==> src/rtl/gfr_pkg.sv <==
`default_nettype none
// ----------------------------------------------------------------------------
// gfr_pkg
// Shared constants and types of the gamepad frame receiver.
// ----------------------------------------------------------------------------
package gfr_pkg;

   localparam int TIMER_BITS    = 16;
   localparam int CFG_BITS      = 16;
   localparam int CMP_BITS      = (TIMER_BITS > CFG_BITS) ? TIMER_BITS : CFG_BITS;
   localparam int BYTE_BITS     = 8;
   localparam int WORD_BITS     = 32;
   localparam int BUTTON_BITS   = 16;
   localparam int PAYLOAD_LEN   = 26;
   localparam int AXIS_BYTES    = 24;
   localparam int COUNT_BITS    = 5;
   localparam int CSR_ADDR_BITS = 3;
   localparam int CSR_DATA_BITS = 32;

   localparam logic [BYTE_BITS-1:0] SYNC_FIRST  = 8'd67;
   localparam logic [BYTE_BITS-1:0] SYNC_SECOND = 8'd114;

   localparam logic [CFG_BITS-1:0] RX_TIMEOUT_RESET   = 16'd50;
   localparam logic [CFG_BITS-1:0] SAFE_TIMEOUT_RESET = 16'd250;

   localparam logic ACTION_BYTE = 1'b0;
   localparam logic ACTION_TICK = 1'b1;

   localparam logic REG_RX_TIMEOUT   = 1'b0;
   localparam logic REG_SAFE_TIMEOUT = 1'b1;

   typedef logic [TIMER_BITS-1:0] timer_type;
   typedef logic [CMP_BITS-1:0]   cmp_type;
   typedef logic [BYTE_BITS-1:0]  byte_type;

   typedef struct packed {
      logic [CFG_BITS-1:0] receive_timeout_ms;
      logic [CFG_BITS-1:0] safety_timeout_ms;
   } cfg_type;

endpackage
`default_nettype wire

==> src/rtl/gfr_channels.sv <==
`default_nettype none
// ----------------------------------------------------------------------------
// gfr_channels
// Valid/ready channel interfaces for input items and result items.
// ----------------------------------------------------------------------------
interface gfr_req_if;
   logic                            valid;
   logic                            ready;
   logic                            action;
   logic [gfr_pkg::BYTE_BITS-1:0]   data_byte;

   modport source (output valid, action, data_byte, input ready);
   modport sink   (input valid, action, data_byte, output ready);
endinterface

interface gfr_rsp_if;
   logic                              valid;
   logic                              ready;
   logic [gfr_pkg::WORD_BITS-1:0]     left_x;
   logic [gfr_pkg::WORD_BITS-1:0]     left_y;
   logic [gfr_pkg::WORD_BITS-1:0]     right_x;
   logic [gfr_pkg::WORD_BITS-1:0]     right_y;
   logic [gfr_pkg::WORD_BITS-1:0]     left_trigger;
   logic [gfr_pkg::WORD_BITS-1:0]     right_trigger;
   logic [gfr_pkg::BUTTON_BITS-1:0]   buttons;
   logic                              frame_done;
   logic                              halt_request;
   logic                              link_led;

   modport source (output valid, left_x, left_y, right_x, right_y, left_trigger,
                   right_trigger, buttons, frame_done, halt_request, link_led,
                   input ready);
   modport sink   (input valid, left_x, left_y, right_x, right_y, left_trigger,
                   right_trigger, buttons, frame_done, halt_request, link_led,
                   output ready);
endinterface
`default_nettype wire

==> src/rtl/gfr_csr.sv <==
`default_nettype none
// ----------------------------------------------------------------------------
// gfr_csr
// APB register file holding the receive and safety timeouts.
// ----------------------------------------------------------------------------
module gfr_csr (
   input  wire logic                                clock,
   input  wire logic                                reset,
   input  wire logic                                psel,
   input  wire logic                                penable,
   input  wire logic                                pwrite,
   input  wire logic [gfr_pkg::CSR_ADDR_BITS-1:0]   paddr,
   input  wire logic [gfr_pkg::CSR_DATA_BITS-1:0]   pwdata,
   output      logic [gfr_pkg::CSR_DATA_BITS-1:0]   prdata,
   output      logic                                pready,
   output      gfr_pkg::cfg_type                    cfg
);

   gfr_pkg::cfg_type cfg_ff;
   gfr_pkg::cfg_type cfg_in;
   logic             reg_index;
   logic             wr_fire;

   assign reg_index = paddr[2];
   assign wr_fire   = psel && penable && pwrite;
   assign pready    = 1'b1;
   assign cfg       = cfg_ff;

   always_comb begin
      cfg_in = cfg_ff;
      if (wr_fire) begin
         case (reg_index)
            gfr_pkg::REG_RX_TIMEOUT: begin
               cfg_in.receive_timeout_ms = pwdata[gfr_pkg::CFG_BITS-1:0];
            end
            gfr_pkg::REG_SAFE_TIMEOUT: begin
               cfg_in.safety_timeout_ms = pwdata[gfr_pkg::CFG_BITS-1:0];
            end
            default: begin
               cfg_in = cfg_ff;
            end
         endcase
      end
   end

   always_comb begin
      case (reg_index)
         gfr_pkg::REG_RX_TIMEOUT: begin
            prdata = gfr_pkg::CSR_DATA_BITS'(cfg_ff.receive_timeout_ms);
         end
         gfr_pkg::REG_SAFE_TIMEOUT: begin
            prdata = gfr_pkg::CSR_DATA_BITS'(cfg_ff.safety_timeout_ms);
         end
         default: begin
            prdata = '0;
         end
      endcase
   end

   always_ff @(posedge clock) begin
      if (reset) begin
         cfg_ff.receive_timeout_ms <= gfr_pkg::RX_TIMEOUT_RESET;
         cfg_ff.safety_timeout_ms  <= gfr_pkg::SAFE_TIMEOUT_RESET;
      end else begin
         cfg_ff <= cfg_in;
      end
   end

endmodule
`default_nettype wire

==> src/rtl/gamepad_frame_receiver_unit.sv <==
`default_nettype none
// ----------------------------------------------------------------------------
// gamepad_frame_receiver_unit
// Sync hunt, payload capture, frame timing and safety halt for a gamepad link.
// ----------------------------------------------------------------------------
// Result: each accepted input beat is registered and shown as its result beat in the next cycle.
// Throughput: one input beat per cycle; the single result register refills
//   in the cycle it is drained, so input stalls only while a result is held.
// Reset: synchronous, active high; clears receive state, payload, counters,
//   LED and result valid, and loads the timeout registers with 50 and 250.
// ----------------------------------------------------------------------------
module gamepad_frame_receiver_unit (
   input  wire logic                                clock,
   input  wire logic                                reset,
   gfr_req_if.sink                                  req_chan,
   gfr_rsp_if.source                                rsp_chan,
   input  wire logic                                csr_psel,
   input  wire logic                                csr_penable,
   input  wire logic                                csr_pwrite,
   input  wire logic [gfr_pkg::CSR_ADDR_BITS-1:0]   csr_paddr,
   input  wire logic [gfr_pkg::CSR_DATA_BITS-1:0]   csr_pwdata,
   output      logic [gfr_pkg::CSR_DATA_BITS-1:0]   csr_prdata,
   output      logic                                csr_pready
);

   gfr_pkg::cfg_type cfg;

   gfr_csr u_csr (
      .clock   (clock),
      .reset   (reset),
      .psel    (csr_psel),
      .penable (csr_penable),
      .pwrite  (csr_pwrite),
      .paddr   (csr_paddr),
      .pwdata  (csr_pwdata),
      .prdata  (csr_prdata),
      .pready  (csr_pready),
      .cfg     (cfg)
   );

   logic                                rx_active_ff, rx_active_in;
   gfr_pkg::byte_type                   prev_byte_ff, prev_byte_in;
   logic [gfr_pkg::COUNT_BITS-1:0]      byte_count_ff, byte_count_in;
   gfr_pkg::byte_type                   payload_ff [gfr_pkg::PAYLOAD_LEN];
   gfr_pkg::byte_type                   payload_in [gfr_pkg::PAYLOAD_LEN];
   gfr_pkg::timer_type                  ms_frame_ff, ms_frame_in;
   gfr_pkg::timer_type                  ms_start_ff, ms_start_in;
   logic                                led_ff, led_in;

   logic                                rsp_valid_ff, rsp_valid_in;
   logic [gfr_pkg::WORD_BITS-1:0]       left_x_ff, left_y_ff, right_x_ff, right_y_ff;
   logic [gfr_pkg::WORD_BITS-1:0]       left_trig_ff, right_trig_ff;
   logic [gfr_pkg::BUTTON_BITS-1:0]     buttons_ff;
   logic                                done_ff, halt_ff, link_ff;

   logic                                fire;
   logic                                done_in, halt_in;
   gfr_pkg::timer_type                  ms_frame_inc, ms_start_inc;

   assign req_chan.ready = !rsp_valid_ff || rsp_chan.ready;
   assign fire           = req_chan.valid && req_chan.ready;

   assign ms_frame_inc = (ms_frame_ff == '1) ? ms_frame_ff : ms_frame_ff + 1'b1;
   assign ms_start_inc = (ms_start_ff == '1) ? ms_start_ff : ms_start_ff + 1'b1;

   always_comb begin
      rx_active_in  = rx_active_ff;
      prev_byte_in  = prev_byte_ff;
      byte_count_in = byte_count_ff;
      payload_in    = payload_ff;
      ms_frame_in   = ms_frame_ff;
      ms_start_in   = ms_start_ff;
      led_in        = led_ff;
      done_in       = 1'b0;
      halt_in       = 1'b0;
      if (fire) begin
         if (req_chan.action == gfr_pkg::ACTION_TICK) begin
            ms_frame_in = ms_frame_inc;
            ms_start_in = ms_start_inc;
            if (rx_active_ff && (gfr_pkg::cmp_type'(ms_start_inc) >
                                 gfr_pkg::cmp_type'(cfg.receive_timeout_ms))) begin
               rx_active_in = 1'b0;
               prev_byte_in = '0;
            end
         end else if (rx_active_ff) begin
            if (byte_count_ff < gfr_pkg::COUNT_BITS'(gfr_pkg::PAYLOAD_LEN)) begin
               payload_in[byte_count_ff] = req_chan.data_byte;
               byte_count_in             = byte_count_ff + 1'b1;
            end else begin
               rx_active_in = 1'b0;
               led_in       = 1'b1;
               ms_frame_in  = '0;
               done_in      = 1'b1;
            end
         end else if ((req_chan.data_byte == gfr_pkg::SYNC_SECOND) &&
                      (prev_byte_ff == gfr_pkg::SYNC_FIRST)) begin
            byte_count_in = '0;
            rx_active_in  = 1'b1;
            prev_byte_in  = '0;
            ms_start_in   = '0;
         end else begin
            if (gfr_pkg::cmp_type'(ms_frame_ff) >
                gfr_pkg::cmp_type'(cfg.safety_timeout_ms)) begin
               halt_in = 1'b1;
               led_in  = 1'b0;
            end
            prev_byte_in = req_chan.data_byte;
         end
      end
   end

   assign rsp_valid_in = fire || (rsp_valid_ff && !rsp_chan.ready);

   always_ff @(posedge clock) begin
      if (reset) begin
         rx_active_ff  <= 1'b0;
         prev_byte_ff  <= '0;
         byte_count_ff <= '0;
         for (int i = 0; i < gfr_pkg::PAYLOAD_LEN; i++) begin
            payload_ff[i] <= '0;
         end
         ms_frame_ff   <= '0;
         ms_start_ff   <= '0;
         led_ff        <= 1'b0;
         rsp_valid_ff  <= 1'b0;
      end else begin
         rx_active_ff  <= rx_active_in;
         prev_byte_ff  <= prev_byte_in;
         byte_count_ff <= byte_count_in;
         payload_ff    <= payload_in;
         ms_frame_ff   <= ms_frame_in;
         ms_start_ff   <= ms_start_in;
         led_ff        <= led_in;
         rsp_valid_ff  <= rsp_valid_in;
      end
   end

   always_ff @(posedge clock) begin
      if (fire) begin
         left_x_ff     <= {payload_in[3],  payload_in[2],  payload_in[1],  payload_in[0]};
         left_y_ff     <= {payload_in[7],  payload_in[6],  payload_in[5],  payload_in[4]};
         right_x_ff    <= {payload_in[11], payload_in[10], payload_in[9],  payload_in[8]};
         right_y_ff    <= {payload_in[15], payload_in[14], payload_in[13], payload_in[12]};
         left_trig_ff  <= {payload_in[19], payload_in[18], payload_in[17], payload_in[16]};
         right_trig_ff <= {payload_in[23], payload_in[22], payload_in[21], payload_in[20]};
         buttons_ff    <= {payload_in[gfr_pkg::AXIS_BYTES+1],
                           payload_in[gfr_pkg::AXIS_BYTES]};
         done_ff       <= done_in;
         halt_ff       <= halt_in;
         link_ff       <= led_in;
      end
   end

   assign rsp_chan.valid         = rsp_valid_ff;
   assign rsp_chan.left_x        = left_x_ff;
   assign rsp_chan.left_y        = left_y_ff;
   assign rsp_chan.right_x       = right_x_ff;
   assign rsp_chan.right_y       = right_y_ff;
   assign rsp_chan.left_trigger  = left_trig_ff;
   assign rsp_chan.right_trigger = right_trig_ff;
   assign rsp_chan.buttons       = buttons_ff;
   assign rsp_chan.frame_done    = done_ff;
   assign rsp_chan.halt_request  = halt_ff;
   assign rsp_chan.link_led      = link_ff;

   a_count_bound: assert property (@(posedge clock) disable iff (reset)
      byte_count_ff <= gfr_pkg::COUNT_BITS'(gfr_pkg::PAYLOAD_LEN))
      else $error("byte count past payload length");

   a_done_lights_led: assert property (@(posedge clock) disable iff (reset)
      rsp_valid_ff && done_ff |-> link_ff && !halt_ff)
      else $error("frame done without link led");

   a_halt_clears_led: assert property (@(posedge clock) disable iff (reset)
      rsp_valid_ff && halt_ff |-> !link_ff)
      else $error("halt with link led lit");

   a_done_ends_rx: assert property (@(posedge clock) disable iff (reset)
      fire && done_in |=> !rx_active_ff && (ms_frame_ff == '0))
      else $error("receive still active after frame done");

   a_sync_starts_rx: assert property (@(posedge clock) disable iff (reset)
      fire && !rx_active_ff && rx_active_in |=> (byte_count_ff == '0) && (ms_start_ff == '0))
      else $error("receive started without clearing count");

endmodule
`default_nettype wire
==> src/flat_wrapper.sv <==
// flat-port wrapper written by rule: the top's interface ports become plain ports
module gamepad_frame_receiver_unit_flat 
  (clock, reset, csr_psel, csr_penable, csr_pwrite, csr_paddr, csr_pwdata, csr_prdata, csr_pready, req_chan_valid, req_chan_action, req_chan_data_byte, req_chan_ready, rsp_chan_valid, rsp_chan_left_x, rsp_chan_left_y, rsp_chan_right_x, rsp_chan_right_y, rsp_chan_left_trigger, rsp_chan_right_trigger, rsp_chan_buttons, rsp_chan_frame_done, rsp_chan_halt_request, rsp_chan_link_led, rsp_chan_ready);
  gfr_req_if req_chan_i ();
  gfr_rsp_if rsp_chan_i ();
  input  wire logic clock;
  input  wire logic reset;
  input  wire logic csr_psel;
  input  wire logic csr_penable;
  input  wire logic csr_pwrite;
  input  wire logic [gfr_pkg::CSR_ADDR_BITS-1:0] csr_paddr;
  input  wire logic [gfr_pkg::CSR_DATA_BITS-1:0] csr_pwdata;
  output      logic [gfr_pkg::CSR_DATA_BITS-1:0] csr_prdata;
  output      logic csr_pready;
  input wire logic [$bits(req_chan_i.valid)-1:0] req_chan_valid;
  input wire logic [$bits(req_chan_i.action)-1:0] req_chan_action;
  input wire logic [$bits(req_chan_i.data_byte)-1:0] req_chan_data_byte;
  output wire logic [$bits(req_chan_i.ready)-1:0] req_chan_ready;
  output wire logic [$bits(rsp_chan_i.valid)-1:0] rsp_chan_valid;
  output wire logic [$bits(rsp_chan_i.left_x)-1:0] rsp_chan_left_x;
  output wire logic [$bits(rsp_chan_i.left_y)-1:0] rsp_chan_left_y;
  output wire logic [$bits(rsp_chan_i.right_x)-1:0] rsp_chan_right_x;
  output wire logic [$bits(rsp_chan_i.right_y)-1:0] rsp_chan_right_y;
  output wire logic [$bits(rsp_chan_i.left_trigger)-1:0] rsp_chan_left_trigger;
  output wire logic [$bits(rsp_chan_i.right_trigger)-1:0] rsp_chan_right_trigger;
  output wire logic [$bits(rsp_chan_i.buttons)-1:0] rsp_chan_buttons;
  output wire logic [$bits(rsp_chan_i.frame_done)-1:0] rsp_chan_frame_done;
  output wire logic [$bits(rsp_chan_i.halt_request)-1:0] rsp_chan_halt_request;
  output wire logic [$bits(rsp_chan_i.link_led)-1:0] rsp_chan_link_led;
  input wire logic [$bits(rsp_chan_i.ready)-1:0] rsp_chan_ready;
  assign req_chan_i.valid = req_chan_valid;
  assign req_chan_i.action = req_chan_action;
  assign req_chan_i.data_byte = req_chan_data_byte;
  assign req_chan_ready = req_chan_i.ready;
  assign rsp_chan_valid = rsp_chan_i.valid;
  assign rsp_chan_left_x = rsp_chan_i.left_x;
  assign rsp_chan_left_y = rsp_chan_i.left_y;
  assign rsp_chan_right_x = rsp_chan_i.right_x;
  assign rsp_chan_right_y = rsp_chan_i.right_y;
  assign rsp_chan_left_trigger = rsp_chan_i.left_trigger;
  assign rsp_chan_right_trigger = rsp_chan_i.right_trigger;
  assign rsp_chan_buttons = rsp_chan_i.buttons;
  assign rsp_chan_frame_done = rsp_chan_i.frame_done;
  assign rsp_chan_halt_request = rsp_chan_i.halt_request;
  assign rsp_chan_link_led = rsp_chan_i.link_led;
  assign rsp_chan_i.ready = rsp_chan_ready;
  gamepad_frame_receiver_unit u_core (.clock(clock), .reset(reset), .req_chan(req_chan_i), .rsp_chan(rsp_chan_i), .csr_psel(csr_psel), .csr_penable(csr_penable), .csr_pwrite(csr_pwrite), .csr_paddr(csr_paddr), .csr_pwdata(csr_pwdata), .csr_prdata(csr_prdata), .csr_pready(csr_pready));
endmodule
==> config.mk <==
export PLATFORM = sky130hd
export DESIGN_NAME = gamepad_frame_receiver_unit_flat
export DESIGN_NICKNAME = d
export VERILOG_FILES = /design/src/rtl/gfr_pkg.sv /design/src/rtl/gfr_channels.sv /design/src/rtl/gfr_csr.sv /design/src/rtl/gamepad_frame_receiver_unit.sv /design/src/flat_wrapper.sv
export SDC_FILE = /design/constraint.sdc
export NUM_CORES = 1
export LEC_CHECK = 0
export BUFFER_PORTS_ARGS = -buffer_cell sky130_fd_sc_hd__clkbuf_2
export CAP_MARGIN = 20
export CORE_MARGIN = 3
export CORE_UTILIZATION = 32
export CTS_CLUSTER_SIZE = 28
export DETAILED_ROUTE_END_ITERATION = 10
export PLACE_DENSITY = 0.55
export SLEW_MARGIN = 10
export SYNTH_ARGS = -nofsm -noshare
export SYNTH_HDL_FRONTEND = slang
export SYNTH_SLANG_ARGS = --single-unit
==> constraint.sdc <==
create_clock -name clock -period 5.4 [get_ports clock]
set_clock_uncertainty 0.1 [all_clocks]
set_input_delay 0.27 -clock clock [delete_from_list [all_inputs] [get_ports clock]]
set_output_delay 0.27 -clock clock [all_outputs]
set_load 0.02 [all_outputs]
==> impl_metrics.yaml, run 1 <==
setup_path:
  cp_slowest_stage_delay_ns: 0.75
  slowest_stage: "o41ai_2"
  critPathMaxFanout: 11
  crit_chain: "nand4_1, or3_1, o21ai_0, nor2_1, xor2_1, ha_1, a21oi_1, nand4b_1, o211ai_1, o41ai_2, a22o_1"
  cp-start-kind: "flip-flop"
  r2r-start: "u_core.ms_start_ff[7]$_SDFFE_PP0P_"
  required_ns: 5.83
  r2r_end: "u_core.prev_byte_ff[7]$_SDFFE_PP0P_"
  end_kind: "flip-flop"
  reg2reg_slack_ns: 1.46
  critPathArrivalTime_ns: 4.37
  reg2regPathDepth: 11
  critical_path_class: "flip-flop to flip-flop"
die:
  core_um2: 59500
  num_rows: 89
  dieWidth_um: 252
  ios: 297
  die_area_um2: 63500
  start_util: 0.325
  dieHeight_um: 252
clocking:
  clk_latency_ns: 0.59
  tritoncts: "built"
  path_clk_slew_ns: 0.06
  root_buffer: "clkbuf_16"
  cts_made_buffers: 53
  cts.sinks: 499
  htreeDepth: 2
  cts_buffer_depth: 3
final_layout:
  drive_gt1_frac: 0.324
  regArea_um2: 12100
  syn_to_final_growth_pct: 20.4
  stdcell_count: 2624
  multi_input_area_um2: 6730
  fillers: 5772
  num_antenna_cells: 0
  layout.nets: 1897
timing:
  tightest_slew_ns: 0.992
  max_freq_ghz: 0.253
  setup_tns_ns: 0
  slew_headroom: 0.338
  fin_crit_sh: 0.731
  rsz0062_at_grt: "no"
  slew_violations: 0
  holdWs_ns: 0.0732
  fin_ws_ns: 1.46
  hold_violations: 0
  period_needed_ns: 3.94
  setup_viol: 0
logic_synthesis:
  ys_ff_latch: 499
  avgSynthCellArea_um2: 12.6
  synth_edf_count: 211
  yosysSeqAreaShare: 0.625
  syn-cell-area_um2: 19400
  yosysWarnings: 0
  postSynth.asyncResetShare: 0
  synth_flop_cell: "dfxtp_1"
  yosysUniqueCellTypes: 61
  synth_cells: 1534
placed_design:
  dpl.hpwl_mm: 31.3
  io_buffer_count: 261
  dpl_worst_slack_ns: 1.13
  dp_cells: 2506
  place_congestion: 0.787
routing:
  drtPass1Iterations: 5
  drc: 0
  via_per_inst: 4.73
  wl_per_cell_um: 19.1
  wl_mm: 50.1
  drtIter0Drc: 635
  num_vias: 12416
  detail-route-antenna-nets: 0
pwr:
  powerDensity_nw_per_um2: 342
  leakagePower_nw: 9.49
  total_power_mw: 7.98
  ir_worst_vdd_mv: 0.211
worst_hold_path:
  min_path_type: "primary input to flip-flop"
  min_path_cells: 5
  min_to: "u_core.u_csr.cfg[12]$_SDFFE_PP0P_"
  min-delay-start: "csr_penable"
global_routing:
  grt_overflow: 0
  antenna_found_initial: 1
  grt_pass1_wl_mm: 74.4
  grt_usage: 0.153
  grt_max_degree: 118
  grt_pass1_vias: 12034
status:
  status: "complete, no violations"
job:
  maxCapViolations: 0
## kinds of logic after synthesis
family,share of synthesized area
flops,0.625
simple gates,0.138
mux,0.125
compound gates,0.0482
buf+inv,0.0304
fa+ha+maj,0.0246
xor+xnor,0.00815
other cells,0.000388
## registers in the layout (all words and copies together) (netlist names), 5 cells and up
signal                         count
u_core.ms_start_ff                16
u_core.prev_byte_ff                8
u_core.payload_ff                208
u_core.rsp_chan.left_y            32
u_core.rsp_chan.left_trigger      32
u_core.ms_frame_ff                16
u_core.u_csr.cfg                  32
u_core.rsp_chan.left_x            32
u_core.rsp_chan.right_x           32
u_core.rsp_chan.right_y           32
u_core.rsp_chan.buttons           16
u_core.rsp_chan.right_trigger     32
u_core.byte_count_ff               5
## Yosys cell counts, types with 5 or more instances
cell / count / area share
o21ai_0: 28 / 0.0072
and3_1: 7 / 0.0023
xnor2_1: 14 / 0.0063
nor2_2: 17 / 0.0055
or4_1: 8 / 0.0031
a22o_1: 13 / 0.0059
nand4_1: 18 / 0.0058
and2_1: 209 / 0.068
inv_1: 45 / 0.0087
nor4_1: 6 / 0.0019
buf_4: 17 / 0.0066
mux2_2: 212 / 0.12
nor2_1: 33 / 0.0064
edfxtp_1: 211 / 0.33
o211ai_1: 19 / 0.0074
ha_1: 38 / 0.025
or3_1: 8 / 0.0026
nand2_1: 103 / 0.020
a21oi_1: 53 / 0.014
o31ai_1: 7 / 0.0027
dfxtp_1: 288 / 0.30
nand3_1: 37 / 0.0096
buf_2: 5 / 0.0013
clkbuf_1: 70 / 0.014
## repair_timing
item / 4_1_cts / 5_1_grt
buffers inserted: 0 / 0
hold buffers: 18 / 0
endpoints found under the hold margin: 36 / 0
gates resized for setup: 0 / 0
## cell usage in the layout, fill, tap and decap left out, types with 18 or more instances in the layout
cell           instances
clkbuf_16             54
a21oi_1               53
dlygate4sd3_1         18
nand3_1               37
o21ai_0               28
and2_1               209
o211ai_1              19
nor2_1                33
nand2_1              103
nand4_1               18
inv_1                 44
edfxtp_1             211
ha_1                  38
mux2_2               212
dfxtp_1              288
clkbuf_2             261
## per-layer routing
metal | global-route usage | share of wire | up-vias | wire length (µm)
li1 | - | - | 5928 | -
met4 | 0.0402 | 0.021 | 0 | 1070
met5 | 0 | 0 | - | 0
met3 | 0.0449 | 0.066 | 70 | 3320
met2 | 0.246 | 0.46 | 321 | 23100
met1 | 0.201 | 0.45 | 6097 | 22700
## worst max-delay path by stage
stage / from / endpoint / slack (ns)
final: u_core.ms_start_ff[7]$_SDFFE_PP0P_ / u_core.prev_byte_ff[7]$_SDFFE_PP0P_ / 1.46
after global routing: u_core.ms_start_ff[7]$_SDFFE_PP0P_ / u_core.prev_byte_ff[7]$_SDFFE_PP0P_ / 1.21
after CTS: u_core.ms_start_ff[7]$_SDFFE_PP0P_ / u_core.prev_byte_ff[7]$_SDFFE_PP0P_ / 1.09
after detailed placement: u_core.ms_start_ff[7]$_SDFFE_PP0P_ / u_core.prev_byte_ff[1]$_SDFFE_PP0P_ / 1.13
after global placement: u_core.ms_start_ff[7]$_SDFFE_PP0P_ / u_core.prev_byte_ff[7]$_SDFFE_PP0P_ / 1.38
after floorplan: u_core.rsp_chan.valid$_SDFF_PP0_ / u_core.rsp_chan.buttons[0]$_DFFE_PP_ / 0.85
## area by class of cell
class / count / share of cell area
clock inverters: 21 / 0.00714
well taps: 773 / 0.0415
repair buffers: 296 / 0.0710
clock buffers: 77 / 0.0647
multi-input cells: 912 / 0.289
inverters: 46 / 0.00768
flip-flops and latches: 499 / 0.519
## power by group
part	switching, mW	total (mW)	internal, mW
logic	0.334	0.441	0.107
registers	0.0363	4.05	4.01
clock network	1.50	3.49	1.99
## through the flow
stage	util	instance area, µm²
2_1_floorplan	-	19400
3_3_place_gp	0.360	21400
3_5_place_dp	0.360	21400
4_1_cts	0.391	23200
5_1_grt	0.392	23300
6_report	0.392	23300
## worst max-delay path: cells and delay by family, from the launching register on
family | cells | cell delay (ns)
AOI/OAI and AO/OA | 5 | 1.85
DFF | 1 | 0.46
xor gates and xnor gates | 1 | 0.17
and+or+nand+nor | 4 | 1.00
adders and majority gates | 1 | 0.30
No activity file was read; power rests on OpenSTA's default activity.
==> run 2, diff against run 1 <==
Clock period 5.4 ns to 3.6 ns, I/O delays scaled along.
==> run 2 against run 1 <==
  * Routed wire length is 0.94% higher
  * Critical path type unchanged
  * Worst setup slack got worse by 1.3 ns
  * Count of clock-buffer cells in the layout shrank 12
  * Critical endpoint is now u_core.rx_active_ff$_SDFFE_PP0P_
  * Final cell count increased by 0.84%
==> impl_metrics.yaml, run 2 (same netlist as run 1, synthesis figures left out) <==
status:
  status: "complete, no violations"
global_routing:
  grtUsageMet1: 0.201
  use_met2: 0.255
  antenna_found_initial: 3
  grt_pass1_wl_mm: 75.9
  grt_usage: 0.156
  grt-busiest-layer: "met2"
  grt_pass1_vias: 12302
  grt_max_degree: 225
  gr-usage-met3: 0.0414
  grt_overflow: 0
pwr:
  ir_worst_vdd_mv: 0.332
  leakagePower_nw: 9.67
  total_power_mw: 12.4
  powerDensity_nw_per_um2: 524
final_layout:
  fillers: 5688
  layout.nets: 1918
  regMostFlops: "u_core.payload_ff"
  fin_util: 0.397
  layout.cells.most_common_list: "dfxtp_1, clkbuf_2, mux2_2, edfxtp_1, and2_1"
  drive_gt1_frac: 0.341
  largest_reg_flops: 208
  stdcell_area_um2: 23600
  num_antenna_cells: 0
  stdcell_count: 2646
  syn_to_final_growth_pct: 22.1
  final_common_cell: "dfxtp_1"
timing:
  fin_crit_sh: 0.946
  tightest_slew_ns: 1.11
  setup_tns_ns: 0
  fin_ws_ns: 0.193
  rsz0062_at_grt: "no"
  hold_violations: 0
  slew_violations: 0
  holdWs_ns: 0.0458
  period_needed_ns: 3.41
  setup_viol: 0
  slew_headroom: 0.262
  max_freq_ghz: 0.294
placed_design:
  dp_cells: 2528
  dpl.hpwl_mm: 31.9
  dpl_worst_slack_ns: 0.0964
  place_congestion: 0.813
  io_buffer_count: 261
  dpl-instance-area_um2: 21600
setup_path:
  r2r_end: "u_core.rx_active_ff$_SDFFE_PP0P_"
  reg2reg_slack_ns: 0.19
  end_kind: "flip-flop"
  reg2regPathDepth: 10
  critPathArrivalTime_ns: 3.81
  r2r-start: "u_core.ms_start_ff[4]$_SDFFE_PP0P_"
  critPathMaxFanout: 6
  cp-start-kind: "flip-flop"
  required_ns: 4.00
  critical_path_class: "flip-flop to flip-flop"
clocking:
  htreeDepth: 2
  cts_buffer_depth: 3
  post_cts_buffers: 0
  path_clk_slew_ns: 0.07
  cts_made_buffers: 53
  root_buffer: "clkbuf_16"
  clk_latency_ns: 0.60
  cts.sinks: 499
  tritoncts: "built"
die:
  ios: 297
  start_util: 0.325
  dieWidth_um: 252
  num_rows: 89
  die_area_um2: 63500
  dieHeight_um: 252
  core_um2: 59500
routing:
  wl_mm: 50.6
  drc: 0
  num_vias: 12600
  via_per_inst: 4.76
  drtIter0Drc: 617
  drtPass1Iterations: 5
  detail-route-antenna-nets: 0
  wl_per_cell_um: 19.1
job:
  maxCapViolations: 0
worst_hold_path:
  min-delay-start: "reset"
  min_to: "u_core.u_csr.cfg[18]$_SDFFE_PP0P_"
  min_path_cells: 3
  min_path_type: "primary input to flip-flop"
## run 2: how the worst max path moves through the flow
| stage | startpoint | end | slack, ns |
|---|---|---|---|
| floorplan | u_core.rsp_chan.valid$_SDFF_PP0_ | u_core.rsp_chan.buttons[0]$_DFFE_PP_ | -0.70 |
| global placement | u_core.ms_start_ff[3]$_SDFFE_PP0P_ | u_core.prev_byte_ff[7]$_SDFFE_PP0P_ | 0.12 |
| detailed placement | u_core.ms_start_ff[3]$_SDFFE_PP0P_ | u_core.prev_byte_ff[6]$_SDFFE_PP0P_ | 0.1 |
| CTS | u_core.ms_start_ff[3]$_SDFFE_PP0P_ | u_core.rx_active_ff$_SDFFE_PP0P_ | 0.06 |
| global route | u_core.ms_start_ff[4]$_SDFFE_PP0P_ | u_core.rx_active_ff$_SDFFE_PP0P_ | 0.02 |
| finish | u_core.ms_start_ff[4]$_SDFFE_PP0P_ | u_core.rx_active_ff$_SDFFE_PP0P_ | 0.19 |
## run 2: repair_timing
action | 4_1_cts | 5_1_grt
gates resized for setup | 0 | 5
setup endpoints to repair | 0 | 9
endpoints found under the hold margin | 36 | 0
hold buffers | 19 | 0
## run 2: layer usage
layer	wire (µm)	vias up	share of wire
met5	12	-	0.00024
met4	1320	2	0.026
met3	3440	81	0.068
met2	23600	323	0.47
met1	22200	6218	0.44
li1	-	5976	-
## run 2: cell type report
cell class / instances / area (µm²) / share of cell area
well taps: 773 / 967 / 0.0409
multi-input cells: 912 / 6750 / 0.286
flip-flops and latches: 499 / 12100 / 0.512
inverters: 46 / 179 / 0.00757
clock buffers: 65 / 1430 / 0.0606
repair buffers: 317 / 1800 / 0.0761
clock inverters: 34 / 395 / 0.0167
## run 2: power breakdown
part	total [mW]	switching [mW]	leakage (nW)	internal, mW
clock network	5.64	2.29	0.900	3.35
registers	6.07	0.0535	4.43	6.02
logic	0.668	0.504	4.34	0.163
## run 2: worst max-delay path, cell delays in order, from the launching register on
cell and delay (ns):
dfxtp_1 0.41, and4_4 0.30, nand3_4 0.11, or4_4 0.61, mux2_4 0.33, ha_1 0.28, nor2b_1 0.14, o211ai_1 0.19
a211oi_1 0.12, or3_1 0.40, a311oi_1 0.32
==> run 3, diff against run 2 <==
Settings changed: PLACE_DENSITY 0.55 to 0.53.
Clock period 3.6 ns to 3.8 ns, I/O delays scaled along.
==> run 3 against run 2 <==
  * Sequential share of layout area fell by 0.086 points
  * Highest routed layer is now met4
  * Non-clock buffer count rose by 4
  * Largest power group unchanged
  * Combinational power down 4.8%
  * Hold slack improved by 0.080 ns
  * Global-route usage grew 0.19 points
  * Design area increased by 0.15%
  * Routed wire length is 1.4% higher
==> impl_metrics.yaml, run 3 (same netlist as run 1, synthesis figures left out) <==
final_layout:
  regMostFlops: "u_core.payload_ff"
  largest_reg_flops: 208
  fin_util: 0.398
  syn_to_final_growth_pct: 22.3
  num_antenna_cells: 0
  layout.cells.most_common_list: "dfxtp_1, clkbuf_2, mux2_2, edfxtp_1, and2_1"
  layout.nets: 1922
  drive_gt1_frac: 0.334
  final_common_cell: "dfxtp_1"
placed_design:
  io_buffer_count: 261
  place_congestion: 0.822
  dpl.hpwl_mm: 32.6
global_routing:
  grt_pass1_vias: 12341
  antenna_found_initial: 1
  grt_usage: 0.158
  grt_overflow: 0
  grt_max_degree: 114
  grt_pass1_wl_mm: 77.0
clocking:
  cts_made_buffers: 53
  cts_buffer_depth: 3
  clk_latency_ns: 0.60
  cts.sinks: 499
  tritoncts: "built"
  htreeDepth: 2
  path_clk_slew_ns: 0.06
  root_buffer: "clkbuf_16"
  post_cts_buffers: 0
setup_path:
  cp-start-kind: "flip-flop"
  critical_path_class: "flip-flop to flip-flop"
  end_kind: "flip-flop"
  critPathMaxFanout: 7
  critPathArrivalTime_ns: 3.91
  required_ns: 4.24
timing:
  hold_violations: 0
  max_freq_ghz: 0.288
  setup_viol: 0
  rsz0062_at_grt: "no"
  slew_violations: 0
  slew_headroom: 0.289
  fin_crit_sh: 0.913
  period_needed_ns: 3.47
  tightest_slew_ns: 1.07
  holdWs_ns: 0.125
job:
  maxCapViolations: 0
routing:
  drtPass1Iterations: 5
  wl_mm: 51.3
  drtIter0Drc: 745
  drc: 0
  num_vias: 12623
  wl_per_cell_um: 19.4
  detail-route-antenna-nets: 0
  via_per_inst: 4.76
status:
  status: "complete, no violations"
die:
  dieHeight_um: 252
  dieWidth_um: 252
  ios: 297
  num_rows: 89
  die_area_um2: 63500
  core_um2: 59500
  start_util: 0.325
pwr:
  leakagePower_nw: 9.66
  ir_worst_vdd_mv: 0.308
  powerDensity_nw_per_um2: 498
worst_hold_path:
  min_path_type: "primary input to flip-flop"
## run 3: cell types whose count changed in the layout (fill, tap and decap cells not counted), sizes merged
cell | previous run | this run
clkbuf | 326 | 329
clkinvlp | 4 | 8
clkinv | 22 | 17
dlygate4sd3 | 19 | 23
buf | 37 | 36
## run 3: metrics by stage
step | worst slack, ns | std cells | cell area, µm² | setup TNS [ns] | power, mW
2_1_floorplan | -0.496 | 1549 | 19400 | -104.70 | 6.23
3_3_place_gp | 0.0228 | 2526 | 21600 | 0 | 6.50
3_5_place_dp | -0.0574 | 2527 | 21600 | -0.288 | 6.50
4_1_cts | 0.167 | 2650 | 23700 | 0 | 12.0
5_1_grt | 0.106 | 2651 | 23700 | 0 | 12.2
6_report | 0.332 | 2651 | 23700 | 0 | 11.8
## run 3: where the power goes
part,internal (mW),leakage (nW),switching (mW),total (mW)
sequential,5.70,4.43,0.0500,5.75
combinational,0.155,4.35,0.481,0.636
clock,3.18,0.875,2.21,5.40
## run 3: path summary, 6_finish.rpt
| check | from | end | slack (ns) | cells after the start |
|---|---|---|---|---|
| setup reg to reg | u_core.ms_start_ff[8]$_SDFFE_PP0P_ | u_core.prev_byte_ff[1]$_SDFFE_PP0P_ | 0.33 | 12 |
| setup / recovery | u_core.ms_start_ff[8]$_SDFFE_PP0P_ | u_core.prev_byte_ff[1]$_SDFFE_PP0P_ | 0.33 | 12 |
| hold reg to reg | u_core.u_csr.cfg[27]$_SDFFE_PP0P_ | u_core.u_csr.cfg[27]$_SDFFE_PP0P_ | 0.35 | 2 |
| hold / removal | csr_pwrite | u_core.u_csr.cfg[13]$_SDFFE_PP0P_ | 0.13 | 6 |
## run 3: what timing repair did
item | CTS | global route
endpoints found under the hold margin | 36 | 0
gates resized for setup | 1 | 1
endpoints found under the setup margin | 7 | 7
hold buffers | 23 | 0
gates cloned | 0 | 0
## run 3: final cells by class
type	instances	area [µm²]
Inverter	46	179
Clock inverter	33	392
Fill cell	5733	35800
Sequential cell	499	12100
Tap cell	773	967
Multi-Input combinational cell	912	6740
Timing Repair Buffer	321	1840
Clock buffer	67	1440
## run 3: critical path, cell delays in order, from the launching register on
cell	delay, ns
dfxtp_1	0.42
nand4_1	0.18
or3_1	0.51
buf_4	0.20
o21ai_1	0.30
nor2_1	0.12
xor2_1	0.16
ha_1	0.27
nand4_1	0.12
nor4_1	0.38
o311ai_0	0.20
o41ai_2	0.21
a22o_1	0.23
## run 3: routing by layer
layer	up-vias	wire length (µm)	track usage
li1	5980	-	-
met1	6224	23200	0.210
met2	331	23100	0.250
met3	88	3650	0.0459
met4	0	1350	0.0485
met5	-	0	0
